**config.mk**
```make
export PLATFORM = sky130hd
export DESIGN_NAME = plit_datapath
export DESIGN_NICKNAME = d
export VERILOG_FILES = /design/src/sv/plit_pkg.sv /design/src/sv/plit_datapath.sv
export SDC_FILE = /design/constraint.sdc
export NUM_CORES = 2
export LEC_CHECK = 0
export BUFFER_PORTS_ARGS = -buffer_cell sky130_fd_sc_hd__buf_4
export CORE_MARGIN = 2
export CORE_UTILIZATION = 53
export CTS_CLUSTER_DIAMETER = 40
export DETAILED_ROUTE_END_ITERATION = 10
export PLACE_DENSITY = 0.71
export SYNTH_ARGS = -nofsm -noshare
export SYNTH_HDL_FRONTEND = slang
export SYNTH_SLANG_ARGS = --single-unit
```
**constraint.sdc**
```tcl
create_clock -name clock -period 13.5 [get_ports clock]
set_input_delay 0.675 -clock clock [delete_from_list [all_inputs] [get_ports clock]]
set_output_delay 0.675 -clock clock [all_outputs]
set_load 0.005 [all_outputs]
```
**src/sv/plit_pkg.sv**
```systemverilog
`default_nettype none
package plit_pkg;
   localparam int CoordWidth = 24;
   localparam int TagWidth   = 16;
   localparam int ScoreWidth = 32;
   localparam int RankWidth  = 6;

   localparam logic [1:0] CsrCameraX = 2'd0;
   localparam logic [1:0] CsrCameraY = 2'd1;
   localparam logic [1:0] CsrCameraZ = 2'd2;

   // controller to datapath
   typedef struct packed {
      logic load;       // capture the transaction and start the difference stage
      logic sq_step;    // one squaring step: an axis or the doubled range
      logic sqrt_init;
      logic sqrt_step;
      logic den_calc;   // (d+256)^2
      logic div_init;
      logic div_step;
      logic scan_init;
      logic scan_step;  // compare one table entry, shift it down if needed
      logic insert;
      logic emit_init;
      logic emit_step;
      logic frame_clear;
   } plit_cmd_type;

   // datapath to controller
   typedef struct packed {
      logic sqrt_done;
      logic div_done;
      logic scan_done;
      logic emit_done;
   } plit_status_type;
endpackage
`default_nettype wire

```
**src/sv/plit_datapath.sv**
```systemverilog
`default_nettype none
module plit_datapath #(
   parameter int MAX_KEPT = 16
) (
   input  wire logic                  clock,
   input  wire logic                  reset,
   input  wire plit_pkg::plit_cmd_type cmd,
   output plit_pkg::plit_status_type  status,
   input  wire logic                  csr_write,
   input  wire logic [1:0]            csr_index,
   input  wire logic [23:0]           csr_data,
   input  wire logic [15:0]           req_light_tag,
   input  wire logic signed [23:0]    req_pos_x,
   input  wire logic signed [23:0]    req_pos_y,
   input  wire logic signed [23:0]    req_pos_z,
   input  wire logic [23:0]           req_light_range,
   input  wire logic [15:0]           req_intensity,
   output logic [15:0]                out_tag,
   output logic [31:0]                out_score,
   output logic [5:0]                 out_rank,
   output logic                       out_last
);
   import plit_pkg::*;

   localparam int IdxW = (MAX_KEPT > 1) ? $clog2(MAX_KEPT) : 1;
   localparam int CntW = $clog2(MAX_KEPT + 1);

   // camera registers
   logic signed [23:0] cam_x_ff, cam_y_ff, cam_z_ff;
   always_ff @(posedge clock) begin
      if (reset) begin
         cam_x_ff <= '0;
         cam_y_ff <= '0;
         cam_z_ff <= '0;
      end else if (csr_write) begin
         unique case (csr_index)
            CsrCameraX: cam_x_ff <= csr_data;
            CsrCameraY: cam_y_ff <= csr_data;
            CsrCameraZ: cam_z_ff <= csr_data;
            default: ;
         endcase
      end
   end

   // distance: absolute differences, squares, sum, range test
   logic [24:0] ax_ff, ay_ff, az_ff;
   logic [15:0] tag_ff, inten_ff;
   logic [24:0] rng2_ff;
   logic [51:0] sum_ff;
   logic [49:0] rsq_ff;
   logic [1:0]  sq_phase_ff;
   logic        out_of_range;
   logic signed [24:0] dxs, dys, dzs;
   logic [24:0] sq_op;
   logic [49:0] sq_res;

   assign dxs = 25'(req_pos_x) - 25'(cam_x_ff);
   assign dys = 25'(req_pos_y) - 25'(cam_y_ff);
   assign dzs = 25'(req_pos_z) - 25'(cam_z_ff);

   always_comb begin
      unique case (sq_phase_ff)
         2'd0: sq_op = ax_ff;
         2'd1: sq_op = ay_ff;
         2'd2: sq_op = az_ff;
         default: sq_op = rng2_ff;
      endcase
   end
   // one shared multiplier for the three squares and the doubled range
   assign sq_res = sq_op * sq_op;

   always_ff @(posedge clock) begin
      if (cmd.load) begin
         ax_ff       <= dxs[24] ? 25'(-dxs) : 25'(dxs);
         ay_ff       <= dys[24] ? 25'(-dys) : 25'(dys);
         az_ff       <= dzs[24] ? 25'(-dzs) : 25'(dzs);
         rng2_ff     <= {req_light_range, 1'b0};
         tag_ff      <= req_light_tag;
         inten_ff    <= req_intensity;
         sum_ff      <= '0;
         sq_phase_ff <= '0;
      end else if (cmd.sq_step) begin
         if (sq_phase_ff == 2'd3) rsq_ff <= sq_res;
         else sum_ff <= sum_ff + 52'(sq_res);
         sq_phase_ff <= sq_phase_ff + 2'd1;
      end
   end
   assign out_of_range = sum_ff > 52'(rsq_ff);

   // bit-pair square root, one result bit per cycle
   logic [25:0] root_ff;
   logic [4:0]  sq_cnt_ff;
   logic [51:0] sum_sh_ff;
   logic [27:0] acc_ff;
   logic [27:0] tsub;
   logic [27:0] acc_sh;
   assign acc_sh = {acc_ff[25:0], sum_sh_ff[51:50]};
   assign tsub   = {root_ff, 2'b01};
   always_ff @(posedge clock) begin
      if (cmd.sqrt_init) begin
         sum_sh_ff <= sum_ff;
         acc_ff    <= '0;
         root_ff   <= '0;
         sq_cnt_ff <= '0;
      end else if (cmd.sqrt_step) begin
         sum_sh_ff <= {sum_sh_ff[49:0], 2'b00};
         if (acc_sh >= tsub) begin
            acc_ff  <= acc_sh - tsub;
            root_ff <= {root_ff[24:0], 1'b1};
         end else begin
            acc_ff  <= acc_sh;
            root_ff <= {root_ff[24:0], 1'b0};
         end
         sq_cnt_ff <= sq_cnt_ff + 5'd1;
      end
   end

   // denominator and restoring division, one quotient bit per cycle
   logic [53:0] den_ff;
   logic [26:0] den_root;
   assign den_root = 27'(root_ff) + 27'd256;
   logic [47:0] dividend_ff;
   logic [54:0] prem_ff;
   logic [47:0] quo_ff;
   logic [5:0]  dv_cnt_ff;
   logic [54:0] prem_sh;
   assign prem_sh = {prem_ff[53:0], dividend_ff[47]};
   always_ff @(posedge clock) begin
      if (cmd.den_calc) begin
         den_ff <= den_root * den_root;
      end
      if (cmd.div_init) begin
         dividend_ff <= {inten_ff, 32'd0};
         prem_ff     <= '0;
         quo_ff      <= '0;
         dv_cnt_ff   <= '0;
      end else if (cmd.div_step) begin
         dividend_ff <= {dividend_ff[46:0], 1'b0};
         if (prem_sh >= 55'(den_ff)) begin
            prem_ff <= prem_sh - 55'(den_ff);
            quo_ff  <= {quo_ff[46:0], 1'b1};
         end else begin
            prem_ff <= prem_sh;
            quo_ff  <= {quo_ff[46:0], 1'b0};
         end
         dv_cnt_ff <= dv_cnt_ff + 6'd1;
      end
   end

   logic [31:0] score;
   always_comb begin
      if (out_of_range) score = '0;
      else if (quo_ff[47:32] != '0) score = '1;
      else score = quo_ff[31:0];
   end

   // sorted table: scan from bottom upwards, shifting lower entries down
   logic [31:0] tab_s_ff [MAX_KEPT];
   logic [15:0] tab_t_ff [MAX_KEPT];
   logic [CntW-1:0] held_ff;
   logic [CntW-1:0] pos_ff;     // candidate slot
   logic [31:0] new_s_ff;
   logic            above;
   logic [IdxW-1:0] src;
   assign src   = IdxW'(pos_ff - CntW'(1));
   assign above = (pos_ff != '0) && (tab_s_ff[src] < new_s_ff);

   always_ff @(posedge clock) begin
      if (cmd.scan_init) begin
         new_s_ff <= score;
         pos_ff   <= held_ff;
      end else if (cmd.scan_step) begin
         if (above) begin
            if (pos_ff < CntW'(MAX_KEPT)) begin
               tab_s_ff[IdxW'(pos_ff)] <= tab_s_ff[src];
               tab_t_ff[IdxW'(pos_ff)] <= tab_t_ff[src];
            end
            pos_ff <= pos_ff - CntW'(1);
         end
      end else if (cmd.insert) begin
         if (pos_ff < CntW'(MAX_KEPT)) begin
            tab_s_ff[IdxW'(pos_ff)] <= new_s_ff;
            tab_t_ff[IdxW'(pos_ff)] <= tag_ff;
         end
      end
   end

   always_ff @(posedge clock) begin
      if (reset || cmd.frame_clear) held_ff <= '0;
      else if (cmd.insert && pos_ff < CntW'(MAX_KEPT) && held_ff < CntW'(MAX_KEPT))
         held_ff <= held_ff + CntW'(1);
   end

   // emit pointer
   logic [CntW-1:0] em_ff;
   always_ff @(posedge clock) begin
      if (cmd.emit_init) em_ff <= '0;
      else if (cmd.emit_step) em_ff <= em_ff + CntW'(1);
   end
   assign out_tag   = tab_t_ff[IdxW'(em_ff)];
   assign out_score = tab_s_ff[IdxW'(em_ff)];
   assign out_rank  = RankWidth'(em_ff);
   assign out_last  = (em_ff + CntW'(1) == held_ff);

   // status back to the controller
   always_comb begin
      status.sqrt_done = (sq_cnt_ff == 5'd26);
      status.div_done  = (dv_cnt_ff == 6'd48);
      status.scan_done = !above;
      status.emit_done = out_last;
   end
endmodule
`default_nettype wire

```
Yosys cells after proc, flatten, opt, wreduce, memory -nomap -nowiden
Memory sizes are Yosys's and may differ from the RTL's. A register that Yosys moved wholly into a read port is not among the register bits.
Index checks and enable logic that the tools add are counted.
Operators by class
  add/sub/neg operators: 16
  $mul: 2
  div/mod/pow operators: 0
  $lt $le $gt $ge: 6
  equality and inequality tests: 8
  shift operators: 0
  muxes and demuxes: 31
  bitwise gates (word level): 4
  reduce and logical (&&, ||, !) cells: 19
Operator list (count)
  $mux 52: 2
  $mux 48: 2
  $neg 25->25: 3
  $pmux 25 s3: 1
  $sub 24x24->25: 3
  $mux 24: 3
  $mux 32: 2
  $ge 55x54->1: 1
  $mul 27x27->54: 1
  $mux 54: 1
  $sub 54x54->54: 1
  $add 52x50->52: 1
  $gt 52x50->1: 1
  $mul 25x25->50: 1
  $lt 32x32->1: 1
  $ge 28x28->1: 1
  $add 26x9->27 const B: 1
  $mux 26: 1
  $sub 26x26->26: 1
  $mux 16: 1
  $mux 4: 4
  $reduce_bool 16->1: 1
  $add 5x1->5 const B: 3
  $mux 5: 3
  20 further kinds: 46
Storage, ports and cells
  register bits: 641
  bits in latches: 0
  bits in writable memories: 768
  bits in read-only memories: 0
  input port bits: 170
  output and inout bits: 59
  logic and storage cells: 116
  memories: 2
Memory list
  tab_s_ff: words 16, width 32, rd ports 2, clocked after Yosys merged registers in 1, write ports 1, RTL line plit_datapath.sv:158  | logic [31:0] tab_s_ff [MAX_KEPT];
  tab_t_ff: words 16, width 16, rd ports 2, clocked after Yosys merged registers in 1, write ports 1, RTL line plit_datapath.sv:159  | logic [15:0] tab_t_ff [MAX_KEPT];

Logic depth before layout (Yosys ltp)
An unclocked memory read counts as a cell.
  depth after elaboration: 9
  mapped depth: 47
  depth with buffers taken out: 43

Least setup slack after synthesis
No wires, ideal clock.
  path type: flip-flop to flip-flop
  from: reg sq_phase_ff[0]
  to: reg sum_ff[51]
  setup time: 0.123 ns
  data arrival time: 10.163 ns
  data required time: 13.377 ns
  slack: 3.214 ns
  cell stages (with the launch flop): 40
  path buffers: 4
  clock period less this slack: 10.286 ns
  cell sequence: dfxtp_1 -> ha_1 -> clkbuf_1 -> buf_1 -> clkbuf_1 -> mux2i_1 -> clkbuf_1 -> nor2_1 -> fa_1 -> fa_1 -> inv_1 -> fa_1 -> fa_1 -> fa_1 -> inv_1 -> fa_1 -> inv_1 -> fa_1 -> (+4 left out) -> o21ai_0 -> a32o_1 -> nor2_1 -> o21bai_1 -> a21o_1 -> a21oi_1 -> xnor2_1 -> ha_1 -> a21o_1 -> a31oi_1 -> o22ai_1 -> a211o_1 -> nor3_1 -> nor3_1 -> o41a_1 -> a211oi_1 -> a21oi_1 -> mux2_1
Between the ends
  longest elaborated chain between the ends: 4
  elaborated cells between the ends (all ways): 9
Ends and longest elaborated chain
  from (decl): RTL line plit_datapath.sv:51  | logic [1:0] sq_phase_ff;
  from (signal assigned): RTL line plit_datapath.sv:85  | sq_phase_ff <= sq_phase_ff + 2'd1;
  $eq 2x2->1 (tied with other cells): RTL line plit_datapath.sv:62  | unique case (sq_phase_ff)
  $pmux 25 s3 *: RTL line plit_datapath.sv:62
  $mul 25x25->50 *: RTL line plit_datapath.sv:70  | assign sq_res = sq_op * sq_op;
  named net sq_res[26]: RTL line plit_datapath.sv:55  | logic [49:0] sq_res;
  $add 52x50->52 *: RTL line plit_datapath.sv:84  | else sum_ff <= sum_ff + 52'(sq_res);
  to (signal assigned): RTL line plit_datapath.sv:84
  to (decl): RTL line plit_datapath.sv:49  | logic [51:0] sum_ff;
The timed path passes the listed nets; every way through them passes the cells marked *.
A chain may end at the register's enable or synchronous reset.

Worst setup path in the final report
  from: reg sq_phase_ff[0]
  to: reg sum_ff[39]
Same word-level chain as after synthesis.

==> results.md <==
- Share of post-route cells with drive strength above 1: 13.6%
- Crit Path Max Fanout: 22
- GRT Overall Usage: 30.4%
- DR vias: 77900
- Worst-Margin Slew: 1.27 ns
- Die Footprint: 213000 um^2
- Highest clock rate: 82.0 MHz
- Post-Syn Area: 111000 um^2
- Final period util: 90.4%
- Synth area leader: edfxtp_1
- R2R cell count: 38
- DR iter-0 viols: slightly above 7000
- CTS Root Cell: clkbuf_16
- CP startpoint: sq_phase_ff[0]
- Synth Warn #: 0
- Pin count of the biggest net entering global routing: about 110
- Library cells used by synthesis: 94
- Hold crit path type: primary input to flip-flop
- CTS Sinks: 1411
- Layout area overhead: 11.5%
- Share of the synthesized area in the top cell type: between 20 and 30%
- DRC: 0
- WP data required: 14.27 ns
- Top cells by area, synth: edfxtp_1, fa_1, mux4_2
- Initial Util: 53.2%
- Reg area: 39300 um^2
- H-tree depth: 4
- Max incr delay on CP: 0.95 ns
- Crit path DAT: 12.97 ns
- Vert. Die Dim: 462 um
- Reg-to-Reg End: sum_ff[39]
- Worst skew pair latency: 0.89 ns
- Top-level I/O count: 229
- Syn Inst Count: 9845
- Setup TNS: 0 ns
- Drt wl/cell: 24.6 um
- Most frequent CP cell: fa_1
- Sequential area share after synthesis: 35.4%
- Cts hold-fix bufs: 58
- Post-synth EDFFs: approximately 1100
- Most used flip-flop cell after synthesis: edfxtp_1
- Global placer's final weighted congestion: 0.995
- Layout Skew: 0.131 ns
- Status: finished clean
- CTS resizes: 0
- Post-synth ARST share: 0%
- Crit Path Class: flip-flop to flip-flop
- R2R Setup Slk: 1.30 ns
- RSZ-0062 raised after global routing: false
- Final wirelength: 321000 um
- Core Footprint: 209000 um^2
- Setup crit start kind: flip-flop
- #FFs+latches synth: 1411
- Initial antenna violation count: 43
- CTS buffer count: approximately 210
- First-pass DRT Iterations: 6
- Fin. Hold Viols: 0
- Final hold slack: around 0.064 ns
- Nets: 11900
- Setup crit end kind: flip-flop
- Fillers: 16800
- Final min period: 12.20 ns
- CTS tree: built
- CP max stage cell: clkinv_1
- IO Port Bufs: between 200 and 250
- Final Setup Violations: 0
- First-pass GRT wire length: 488000 um
- Max cap viols: 0
- Max clock buf depth: 3
- Final antenna-violating net count: 0
- Max Transition Viols Final: 0
- Drt via density: 5.96
- Syn Area/Cell: 11.3 um^2
- R2r startpoint: sq_phase_ff[0]
- Die W: around 460 um
- Slew margin rel.: 14.9%
- Vias in the first global route: between 80000 and 90000
- Num rows: 168
- Final global-route overflow total: 0
- Worst setup path end: sum_ff[39]
- Post-CTS Setup Bufs: 0
- Multi-input gate area: 64200 um^2
- Hold Crit Depth: 3
- DP Wirelength: 229000 um
- Clk slew on worst S/H paths: 0.06 ns
## critical path, delay by kind of cell, from the launching register on
kind | cells | cell delay (ns)
adder cells (fa/ha/maj) | 10 | 4.78
XOR/XNOR | 1 | 0.26
flip-flops | 1 | 0.40
buffers and inverters | 7 | 1.60
AND/OR/NAND/NOR | 10 | 1.72
AO/OA/AOI/OAI | 9 | 2.61
multiplexers | 1 | 0.73
## cells in the mapped netlist (167+ instances only)
cell type	number
fa_1	1023
clkbuf_1	350
dfxtp_1	305
a21oi_1	505
o21ai_0	232
xnor2_1	226
nand2_1	803
a21o_1	167
edfxtp_1	1106
ha_1	682
mux4_2	478
nor2_1	707
inv_1	1687
## registers in the layout (all words and copies together) (netlist names), 26 cells and up, named ones only
name,count
tab_s_ff,512
tab_t_ff,256
prem_ff,54
den_ff,53
sum_ff,52
sum_sh_ff,52
rsq_ff,49
quo_ff,48
new_s_ff,32
acc_ff,26
root_ff,26
## routing by layer
metal	vias to the layer above	share of wire, %	global-route usage [%]
met5	-	0.014	0
met4	8	7.1	19.2
met3	890	7.9	5.57
met2	3709	48	49.6
met1	39100	37	37.5
li1	34200	-	-
## cell families after synthesis
logic type      Yosys count  share of synthesized area [%]
simple gates           2121                           8.51
buf+inv                2117                           7.17
fa+ha+maj              1705                           26.1
flops                  1411                           35.4
compound gates         1398                           7.92
mux                     738                           12.2
xor+xnor                353                           2.78
other cells               2                        0.00675
## worst min path at each step
| stage | startpoint | to | slack [ns] |
|---|---|---|---|
| 6_report | csr_data[16] | cam_z_ff[16] | 0.06 |
| 2_1_floorplan | acc_ff[25] | acc_ff[25] | 0.43 |
| 3_5_place_dp | cam_y_ff[3] | cam_y_ff[3] | 0.45 |
| 4_1_cts | csr_data[16] | cam_z_ff[16] | 0.001 |
| 3_3_place_gp | cam_z_ff[8] | cam_z_ff[8] | 0.44 |
| 5_1_grt | csr_data[16] | cam_z_ff[16] | 0.04 |
## stage by stage
stage | cell area (um^2) | setup WS [ns] | cells | util (%)
finish | 124000 | 1.30 | 13100 | 59.3
global route | 124000 | 0.526 | 13100 | 59.3
CTS | 124000 | 1.52 | 13000 | 59.2
detailed placement | 116000 | 1.57 | 12600 | 55.4
global placement | 116000 | 1.71 | 12600 | 55.4
floorplan | 111000 | 3.21 | 9857 | -
## area by class of cell
type                       count  area share, %
tap                         2805           2.83
sequential                  1411           31.7
timing repair buffer         394           2.53
inverter                    1699           5.14
clock inverter               156           1.53
clock buffer                 238           4.40
multi-input combinational   6329           51.8
antenna                       31         0.0626
## cell usage in the layout (no fill, tap or decap), types with 92 or more instances in the layout
master     instances
a21o_1           167
xnor2_1          220
a211oi_1          92
a21oi_1          505
o21ai_0          232
mux4_2           478
fa_1            1023
nor2_1           704
clkbuf_16        212
xor2_1           126
ha_1             680
dfxtp_1          301
edfxtp_1        1106
mux2_2           129
inv_1           1686
buf_4            332
mux2i_1          125
nand2_1          803
Power is left out: the tool's default activity adds up to more than one toggle a clock period on the data nets, which glitch-free logic cannot reach.
