`src/sv/plit_pkg.sv`:
```
`default_nettype none
package plit_pkg;
   localparam int CoordWidth = 24;
   localparam int TagWidth   = 16;
   localparam int ScoreWidth = 32;
   localparam int RankWidth  = 6;

   localparam logic [1:0] CsrCameraX = 2'd0;
   localparam logic [1:0] CsrCameraY = 2'd1;
   localparam logic [1:0] CsrCameraZ = 2'd2;

   // controller to datapath
   typedef struct packed {
      logic load;       // capture the transaction and start the difference stage
      logic sq_step;    // one squaring step: an axis or the doubled range
      logic sqrt_init;
      logic sqrt_step;
      logic den_calc;   // (d+256)^2
      logic div_init;
      logic div_step;
      logic scan_init;
      logic scan_step;  // compare one table entry, shift it down if needed
      logic insert;
      logic emit_init;
      logic emit_step;
      logic frame_clear;
   } plit_cmd_type;

   // datapath to controller
   typedef struct packed {
      logic sqrt_done;
      logic div_done;
      logic scan_done;
      logic emit_done;
   } plit_status_type;
endpackage
`default_nettype wire

```
`src/sv/plit_control.sv`:
```
`default_nettype none
module plit_control (
   input  wire logic                     clock,
   input  wire logic                     reset,
   input  wire logic                     req_valid,
   output logic                          req_stall,
   input  wire logic                     req_last_light,
   output logic                          rsp_valid,
   input  wire logic                     rsp_stall,
   output plit_pkg::plit_cmd_type        cmd,
   input  wire plit_pkg::plit_status_type status
);
   import plit_pkg::*;

   typedef enum logic [3:0] {
      S_IDLE, S_SQ, S_SQRT_I, S_SQRT, S_DEN, S_DIV_I, S_DIV, S_SCAN_I, S_SCAN,
      S_INS, S_EMIT
   } state_type;

   state_type state_ff;
   logic [1:0] sq_cnt_ff;
   logic       last_ff;

   // state and registered flags
   always_ff @(posedge clock) begin
      if (reset) begin
         state_ff  <= S_IDLE;
         sq_cnt_ff <= '0;
         last_ff   <= 1'b0;
      end else begin
         unique case (state_ff)
            S_IDLE: if (req_valid) begin
               state_ff  <= S_SQ;
               sq_cnt_ff <= '0;
               last_ff   <= req_last_light;
            end
            S_SQ: begin
               sq_cnt_ff <= sq_cnt_ff + 2'd1;
               if (sq_cnt_ff == 2'd3) state_ff <= S_SQRT_I;
            end
            S_SQRT_I: state_ff <= S_SQRT;
            S_SQRT:   if (status.sqrt_done) state_ff <= S_DEN;
            S_DEN:    state_ff <= S_DIV_I;
            S_DIV_I:  state_ff <= S_DIV;
            S_DIV:    if (status.div_done) state_ff <= S_SCAN_I;
            S_SCAN_I: state_ff <= S_SCAN;
            S_SCAN:   if (status.scan_done) state_ff <= S_INS;
            S_INS:    state_ff <= last_ff ? S_EMIT : S_IDLE;
            S_EMIT:   if (!rsp_stall && status.emit_done) state_ff <= S_IDLE;
            default:  state_ff <= S_IDLE;
         endcase
      end
   end

   always_comb begin
      cmd = '0;
      cmd.load        = (state_ff == S_IDLE) && req_valid;
      cmd.sq_step     = (state_ff == S_SQ);
      cmd.sqrt_init   = (state_ff == S_SQRT_I);
      cmd.sqrt_step   = (state_ff == S_SQRT) && !status.sqrt_done;
      cmd.den_calc    = (state_ff == S_DEN);
      cmd.div_init    = (state_ff == S_DIV_I);
      cmd.div_step    = (state_ff == S_DIV) && !status.div_done;
      cmd.scan_init   = (state_ff == S_SCAN_I);
      cmd.scan_step   = (state_ff == S_SCAN);
      cmd.insert      = (state_ff == S_INS);
      cmd.emit_init   = (state_ff == S_INS);
      cmd.emit_step   = (state_ff == S_EMIT) && !rsp_stall;
      cmd.frame_clear = (state_ff == S_EMIT) && !rsp_stall && status.emit_done;
   end

   assign req_stall = (state_ff != S_IDLE);
   assign rsp_valid = (state_ff == S_EMIT);

   // results only while emitting, never while taking a transaction
   a_excl: assert property (@(posedge clock) disable iff (reset) !(rsp_valid && !req_stall))
      else $error("result offered while input open");
   a_load_idle: assert property (@(posedge clock) disable iff (reset)
      cmd.load |=> state_ff == S_SQ) else $error("load did not start work");
   a_emit_end: assert property (@(posedge clock) disable iff (reset)
      cmd.frame_clear |=> state_ff == S_IDLE) else $error("emit did not finish");
endmodule
`default_nettype wire

```
`config.mk`:
```
export PLATFORM = sky130hd
export DESIGN_NAME = plit_control
export DESIGN_NICKNAME = d
export VERILOG_FILES = /design/src/sv/plit_pkg.sv /design/src/sv/plit_control.sv
export SDC_FILE = /design/constraint.sdc
export NUM_CORES = 1
export LEC_CHECK = 0
export BUFFER_PORTS_ARGS = -buffer_cell sky130_fd_sc_hd__clkbuf_2
export CORE_AREA = 3 3 40 42
export CTS_CLUSTER_DIAMETER = 100
export DETAILED_ROUTE_END_ITERATION = 10
export DIE_AREA = 0 0 43 45
export GPL_TIMING_DRIVEN = 1
export PLACE_DENSITY_LB_ADDON = 0.05
export SETUP_SLACK_MARGIN = 0.3
export SLEW_MARGIN = 20
export SYNTH_ARGS = -nofsm -noshare
export SYNTH_HDL_FRONTEND = slang
export SYNTH_SLANG_ARGS = --single-unit
export TNS_END_PERCENT = 1
```
`constraint.sdc`:
```
create_clock -name clock -period 5.3 [get_ports clock]
set_clock_uncertainty 0.2 [all_clocks]
set_input_delay 1.06 -clock clock [delete_from_list [all_inputs] [get_ports clock]]
set_output_delay 1.06 -clock clock [all_outputs]
set_load 0.1 [all_outputs]
```
# After elaboration in Yosys (flattened, before gate mapping)
# Cells that the tools add are included.
# totals
reg_bits,7
out_inout_bits,15
rom_bits,0
latchBits,0
elab_cells,46
ram_bits,0
inputBits,9
mem_count,0
# op_classes
bitwise_logic,0
magnitude_cmp,0
mux,10
n_div,0
n_addsub,1
n_reduce_logical,15
eq_ne,17
n_shift,0
mul,0
# ops
operator,count
one-hot mux 4 bit (11 select lines),1
two-way mux 4 bit,7
"== test 4 x 3 -> 1 bit, second input constant",4
"== test 4 bit, second input constant",3
"== test 4 x 2 -> 1 bit, second input constant",2
logical AND 1 bit,6
"inequality test 2 x 1 -> 1 bit, second input constant",3
"inequality test 2 bit, second input constant",3
AND reduction 6 bit,1
"== test 4 x 1 -> 1 bit, second input constant",1
zero test 4 bit,1
one-hot mux 2 bit (2 select lines),1
AND reduction 2 bit,2
nonzero test 4 bit,1
zero test 1 bit,3
"adder 2 x 1 -> 2 bit, second input constant",1
"== test 2 bit, second input constant",1
two-way mux 2 bit,1
nonzero test 2 bit,1

# Longest topological paths before layout
# Gate-level depths: netlist of the first run.
# depth
ltp_word,4
depth_mapped,7
depth_no_buf,6

# Worst setup path before layout of the first run
# OpenSTA, ideal clock, no wires.
# synth_timing
path_kind,register to output
startpoint,reg state_ff[2]
endpoint,out cmd[8] (netlist name)
path_slack_ns,0.236
arrival_ns,3.804
t_required_ns,4.040
n_path_buf,2
stages_incl_launch_ff,4
path_cell_list,dfxtp_1 -> buf_6 -> clkbuf_1 -> nor4b_1
# synth_rtl
element,line_no,source
"start, declared",plit_control.sv:20,state_type state_ff;
"start signal, assigned",plit_control.sv:48,S_INS: state_ff <= last_ff ? S_EMIT : S_IDLE;
"end, declared",plit_control.sv:10,"output plit_pkg::plit_cmd_type cmd,"

==> results of run 1 <==
-- synth_stat cells (all sizes together) (2+ instances only) --
cell type   n
nor2       11
nand2b      4
dfxtp       7
nand2       7
mux2i       2
nor4b       2
o21ai       3
nor3        3
a21oi       3
nand3       4
inv         4
buf         5
nor3b       3
or3b        2
a211oi      2
clkbuf      3
-- sequential cells by signal, indices dropped and copies added, names as in the netlist --
name and count:
sq_cnt_ff 2, state_ff 4, last_ff 1
-- power by group --
part / internal, W / switching (W) / total (W)
Sequential: 0.0000678 / 0.0000406 / 0.000108
Clock: 0.0000288 / 0.0000210 / 0.0000498
Combinational: 0.0000799 / 0.000230 / 0.000309
-- worst paths after layout --
check                                              start                       end  slack (ps)  depth (start not counted)
worst min-delay path                last_ff$_SDFFE_PP0P_      last_ff$_SDFFE_PP0P_         280                          2
worst max-delay path                           status[3]                    cmd[9]        1990                          4
worst max register to register  state_ff[0]$_SDFFE_PP0P_  state_ff[1]$_SDFFE_PP0P_        3320                          4
worst min register to register      last_ff$_SDFFE_PP0P_      last_ff$_SDFFE_PP0P_         280                          2
-- through the flow --
| step | instances | total power [W] | setup slack, ps |
|---|---|---|---|
| global placement | 107 | 0.0004182 | 2002 |
| detailed placement | 107 | 0.0004210 | 1989 |
| CTS | 111 | 0.0004707 | 1988 |
| finish | 111 | 0.0004677 | 1987 |
| global route | 111 | 0.0004973 | 1956 |
| floorplan | 77 | 0.0003885 | 429.3 |
-- cell type report --
type                       instances  share of cell area (%)
clock buffer                       4                   3.797
inverter                           4                   2.170
multi-input combinational         58                   54.43
sequential                         7                   20.25
tap                               15                   2.712
timing repair buffer              23                   16.64
-- worst max-delay path: cells and delay by family --
kind / cells / cell delay, ps
buf+inv: 2 / 530
simple gates: 2 / 450
-- placed cells by master, fill, tap and decap left out, drive strengths merged, types with 3 or more instances in the layout --
master,instances
nand2b,4
o21ai,3
clkbuf,27
dfxtp,7
nor2,11
inv,4
nor3,3
a21oi,3
nor3b,3
nand2,7
nand3,4
-- logic make-up after synthesis --
kind of cell	Yosys count	synth area share (%)
multiplexers	2	3.471
adder cells (fa/ha/maj)	1	2.169
AO/OA/AOI/OAI	13	15.84
AND/OR/NAND/NOR	42	42.73
buffers and inverters	12	11.50
flip-flops	7	24.29
-- routing by layer --
layer / vias up / track usage (%) / part of all wire, %
met5: - / 0 / 0
met3: 4 / 3.187 / 8.1
met1: 251 / 17.59 / 50
met4: 0 / 7.229 / 1.6
met2: 21 / 22.46 / 40
li1: 309 / - / -
==> impl_metrics.csv, run 1 <==
group,metric,value,unit
cts,cts_setup_buffers,0,
detailed_routing,firstDrtPassIters,3,
yosys,synth_flop_cell,"dfxtp_1",
timing,maxSlewViolCount,0,
detailed_routing,wl,1241,µm
yosys,synthCells,77,
finish,multiInputGateArea,376.6,µm²
flow_run,maxCapViolCount,0,
yosys,synth_enable_flop_cells,0,
finish,n_fill_cell,139,
cts,post_cts_resized,0,
global_routing,antenna_found_initial,0,
timing,max_freq,301.8,MHz
yosys,yosys.area.top_type,"dfxtp_1",
outcome,outcome,"complete, no violations",
timing,rsz0062_at_grt,"no",
die,die_x,43,µm
timing,finalSetupViolCount,0,
finish,layout-drive-gt1-share,34.38,%
cts,insertion_delay,250,ps
worst_setup_path,start_kind,"input port",
cts,clk_transition_reported_paths,60,ps
cts,cts_sinks,7,
die,start_util,44.89,%
yosys,synth_area,576.8,µm²
cts,cts_buffers,3,
cts,clock_path_buffers,2,
power_and_ir_drop,p_leak,0.3050,nW
global_routing,globalRouteOverflowTotal,0,
timing,max_slew_margin,63.54,%
yosys,synth-seq-cells,7,
timing,fin_tns_setup,0,ps
yosys,yosysWarnings,0,
cts,h-tree-depth,1,
timing,hold_violations,0,
detailed_routing,vias_per_cell,5.270,
cts,cts_tree,"yes",
yosys,synth_cell_types,34,
detailed_routing,vias,585,
worst_setup_path,crit_fanout,2,
die,fp.coreArea,0.001285,mm²
place,gp_congestion,0.7536,
global_routing,grtUsageTotal,13.99,%
yosys,seq_area_frac_synth,24.30,%
power_and_ir_drop,p_per_area,675.9,mW/mm²
place,dpl.hpwl,916.1,µm
worst_setup_path,required,4040,ps
die,die-area,0.001935,mm²
finish,seqCellArea,140.1,µm²
yosys,synth-async-reset-ratio,0,%
yosys,synthTopCellsByArea,"dfxtp_1 24%, nor2_1 7.2%, nand2_1 4.6%",
worst_setup_path,path_cells,"clkbuf_2 -> or3b_1 -> nor2_1 -> clkbuf_2",
power_and_ir_drop,irDropWorstVdd,330.8,µV
timing,fin_crit,3313,ps
global_routing,grt_pass1_wl,2083,µm
yosys,syn_area_per_cell,7.491,µm²
detailed_routing,drt_iter0_markers,11,
place,placed_cell_area,665.6,µm²
timing,min_period_over_period,62.51,%
finish,syn_to_final_growth,19.96,%
worst_setup_path,crit_type,"in -> out",
worst_hold_path,hold_class,"reg -> reg",
detailed_routing,drc,0,
die,io_pins,24,
cts,hold_buffers,0,
die,die_h,45,µm
timing,whs,279.9,ps
finish,insertedDiodeCount,0,
worst_setup_path,arrival,2050,ps
detailed_routing,drtAntennaViolNets,0,
finish,finish.utilization,53.85,%
cts,cts-root-buf,"clkbuf_4",
finish,fin_nets,107,
finish,design_area,691.9,µm²
worst_setup_path,crit_path_end_kind,"output pin",
yosys,netlist.area_leader.share,24.30,%
global_routing,grt_pass1_vias,507,
worst_setup_path,crit_slowest_cell,"clkbuf_2",
worst_setup_path,cp_slowest_stage_delay,460,ps
worst_setup_path,cp_common_cell,"clkbuf_2",
die,rows,13,
detailed_routing,drt-wirelength-per-cell,11.18,µm
yosys,syn-num-nets,87,
place,io_buffers,23,
global_routing,grt_max_degree,19,
timing,tightest_slew,546.1,ps
(Power assumes the default switching activity.)
==> inputs of run 2 (changes only) <==
Settings changed: ABC_AREA from default to 1.
Clock period 5.3 ns to 3.3 ns, I/O delays scaled along.
==> run 2 against run 1 <==
Net effect: worst setup slack lost 1200 ps; non-clock buffer count is the same; global-route usage shrank 0.49 points; register-to-register slack lost 1500 ps; critical path depth is the same; critical endpoint is now cmd[12]; die area is the same.
==> impl_metrics.csv, run 2 <==
group,metric,value,unit
timing,max_freq,399.1,MHz
finish,fin_nets,132,
finish,syn_to_final_growth,27.63,%
cts,cts_sinks,7,
die,start_util,44.40,%
yosys,netlist.area_leader.share,24.56,%
worst_setup_path,crit_type,"reg -> out",
detailed_routing,firstDrtPassIters,2,
worst_setup_path,cp_slowest_stage_delay,470,ps
timing,finalSetupViolCount,0,
timing,maxSlewViolCount,0,
worst_setup_path,crit_path_end_kind,"output pin",
yosys,synth_cell_types,16,
global_routing,grt_max_degree,9,
detailed_routing,drtAntennaViolNets,0,
die,die_x,43,µm
yosys,synthTopCellsByCount,"17 x nand2_1, 16 x inv_1, 11 x nor2_1",
cts,cts-root-buf,"clkbuf_4",
yosys,synth_most_common_cell,"nand2_1",
yosys,synth_flop_cell,"dfxtp_1",
cts,cts_setup_buffers,0,
die,die-area,0.001935,mm²
yosys,yosys.area.top_type,"dfxtp_1",
detailed_routing,drc,0,
global_routing,grt_pass1_wl,2070,µm
timing,fin_tns_setup,0,ps
finish,n_fill_cell,142,
worst_hold_path,hold_class,"reg -> reg",
finish,largest_register_ffs,4,
yosys,synthCells,95,
finish,multiInputGateArea,345.3,µm²
yosys,synth-seq-cells,7,
yosys,synth_area,570.5,µm²
timing,min_period_over_period,75.93,%
cts,insertion_delay,240,ps
global_routing,antenna_found_initial,0,
detailed_routing,vias,599,
worst_setup_path,path_cells,"nor2_1 -> nand2_1 -> nor2_4 -> clkbuf_2",
timing,tightest_slew,543.2,ps
finish,final_common_cell,"clkbuf_2",
cts,clock_path_buffers,2,
die,io_pins,24,
die,die_h,45,µm
yosys,syn_area_per_cell,6.006,µm²
timing,hold_violations,0,
global_routing,grt_pass1_vias,525,
worst_setup_path,start_kind,"register",
flow_run,maxCapViolCount,0,
cts,cts_tree,"yes",
finish,largestRegisters,"state_ff: 4 flops, sq_cnt_ff: 2 flops, last_ff: 1 flops",
cts,clk_transition_reported_paths,50,ps
place,gp_congestion,0.7241,
place,io_buffers,23,
detailed_routing,drt-wirelength-per-cell,8.750,µm
worst_setup_path,required,2440,ps
yosys,synthTopCellsByArea,"dfxtp_1 25%, nand2_1 11%, inv_1 11%",
die,rows,13,
timing,fin_crit,2506,ps
finish,top_register,"state_ff",
detailed_routing,vias_per_cell,4.404,
finish,insertedDiodeCount,0,
worst_setup_path,arrival,1650,ps
worst_setup_path,crit_fanout,6,
finish,seqCellArea,140.1,µm²
detailed_routing,drt_iter0_markers,4,
yosys,synth-async-reset-ratio,0,%
cts,h-tree-depth,1,
cts,hold_buffers,0,
timing,rsz0062_at_grt,"no",
yosys,syn-num-nets,105,
die,fp.coreArea,0.001285,mm²
yosys,yosysWarnings,0,
global_routing,globalRouteOverflowTotal,0,
yosys,synth_enable_flop_cells,0,
timing,max_slew_margin,63.94,%
outcome,outcome,"complete, no violations",
finish,final_cell_mix,"23 x clkbuf_2, 17 x nand2_1, 16 x inv_1",
cts,post_cts_resized,0,
worst_setup_path,crit_slowest_cell,"clkbuf_2",
finish,layout-drive-gt1-share,37.19,%
place,dpl.hpwl,1037,µm
yosys,seq_area_frac_synth,24.56,%
detailed_routing,wl,1190,µm
cts,cts_buffers,3,
global_routing,grtUsageTotal,13.50,%
[run 2: stage by stage]
stage / hold WS [ps] / area [µm²] / util, % / std cells / worst slack (ps)
floorplan: 238.4 / 575.6 / - / 95 / 429.6
global placement: 249.4 / 701.9 / 54.63 / 132 / 1046
detailed placement: 258.8 / 701.9 / 54.63 / 132 / 1022
CTS: 266.3 / 728.2 / 56.67 / 136 / 767.9
global route: 273.1 / 728.2 / 56.67 / 136 / 656.5
finish: 260.9 / 728.2 / 56.67 / 136 / 794.3
[run 2: final timing paths]
check                                          startpoint                   endpoint  slack [ps]  cells past startpoint
worst max-delay path             state_ff[0]$_SDFFE_PP0P_                    cmd[12]         790                      4
worst min-delay path            sq_cnt_ff[1]$_SDFFE_PP0P_  sq_cnt_ff[1]$_SDFFE_PP0P_         260                      2
worst max register to register   state_ff[0]$_SDFFE_PP0P_   state_ff[0]$_SDFFE_PP0P_        1830                      7
worst min register to register  sq_cnt_ff[1]$_SDFFE_PP0P_  sq_cnt_ff[1]$_SDFFE_PP0P_         260                      2
[run 2: cell type report]
cell class / instances / area share (%)
Multi-Input combinational cell: 65 / 47.42
Sequential cell: 7 / 19.24
Timing Repair Buffer: 23 / 15.81
Inverter: 22 / 11.34
Clock buffer: 4 / 3.608
Tap cell: 15 / 2.577
[run 2: worst max-delay path, delay by kind of cell, from the launching register on]
family / cells / cell delay [ps]
and+or+nand+nor: 3 / 570
DFF: 1 / 370
buffers and inverters: 1 / 470
[run 2: kinds of logic (layout without fill, tap and decap cells)]
| kind of cell | after synthesis | after routing | synth area share, % |
|---|---|---|---|
| and+or+nand+nor | 53 | 53 | 47.80 |
| buffers and inverters | 23 | 49 | 15.79 |
| AOI/OAI and AO/OA | 11 | 11 | 9.649 |
| DFF | 7 | 7 | 24.56 |
| adders and majority gates | 1 | 1 | 2.193 |
[run 2: layer usage]
layer | vias up | global-route usage, % | share of wire (%)
li1 | 341 | - | -
met1 | 242 | 17.39 | 48
met2 | 16 | 23.35 | 45
met3 | 0 | 1.195 | 7.1
met4 | 0 | 5.422 | 0
met5 | - | 0 | 0
Power of run 2 is not shown: default switching activity piles up to over one toggle a cycle in this logic, so the estimate is an artifact.
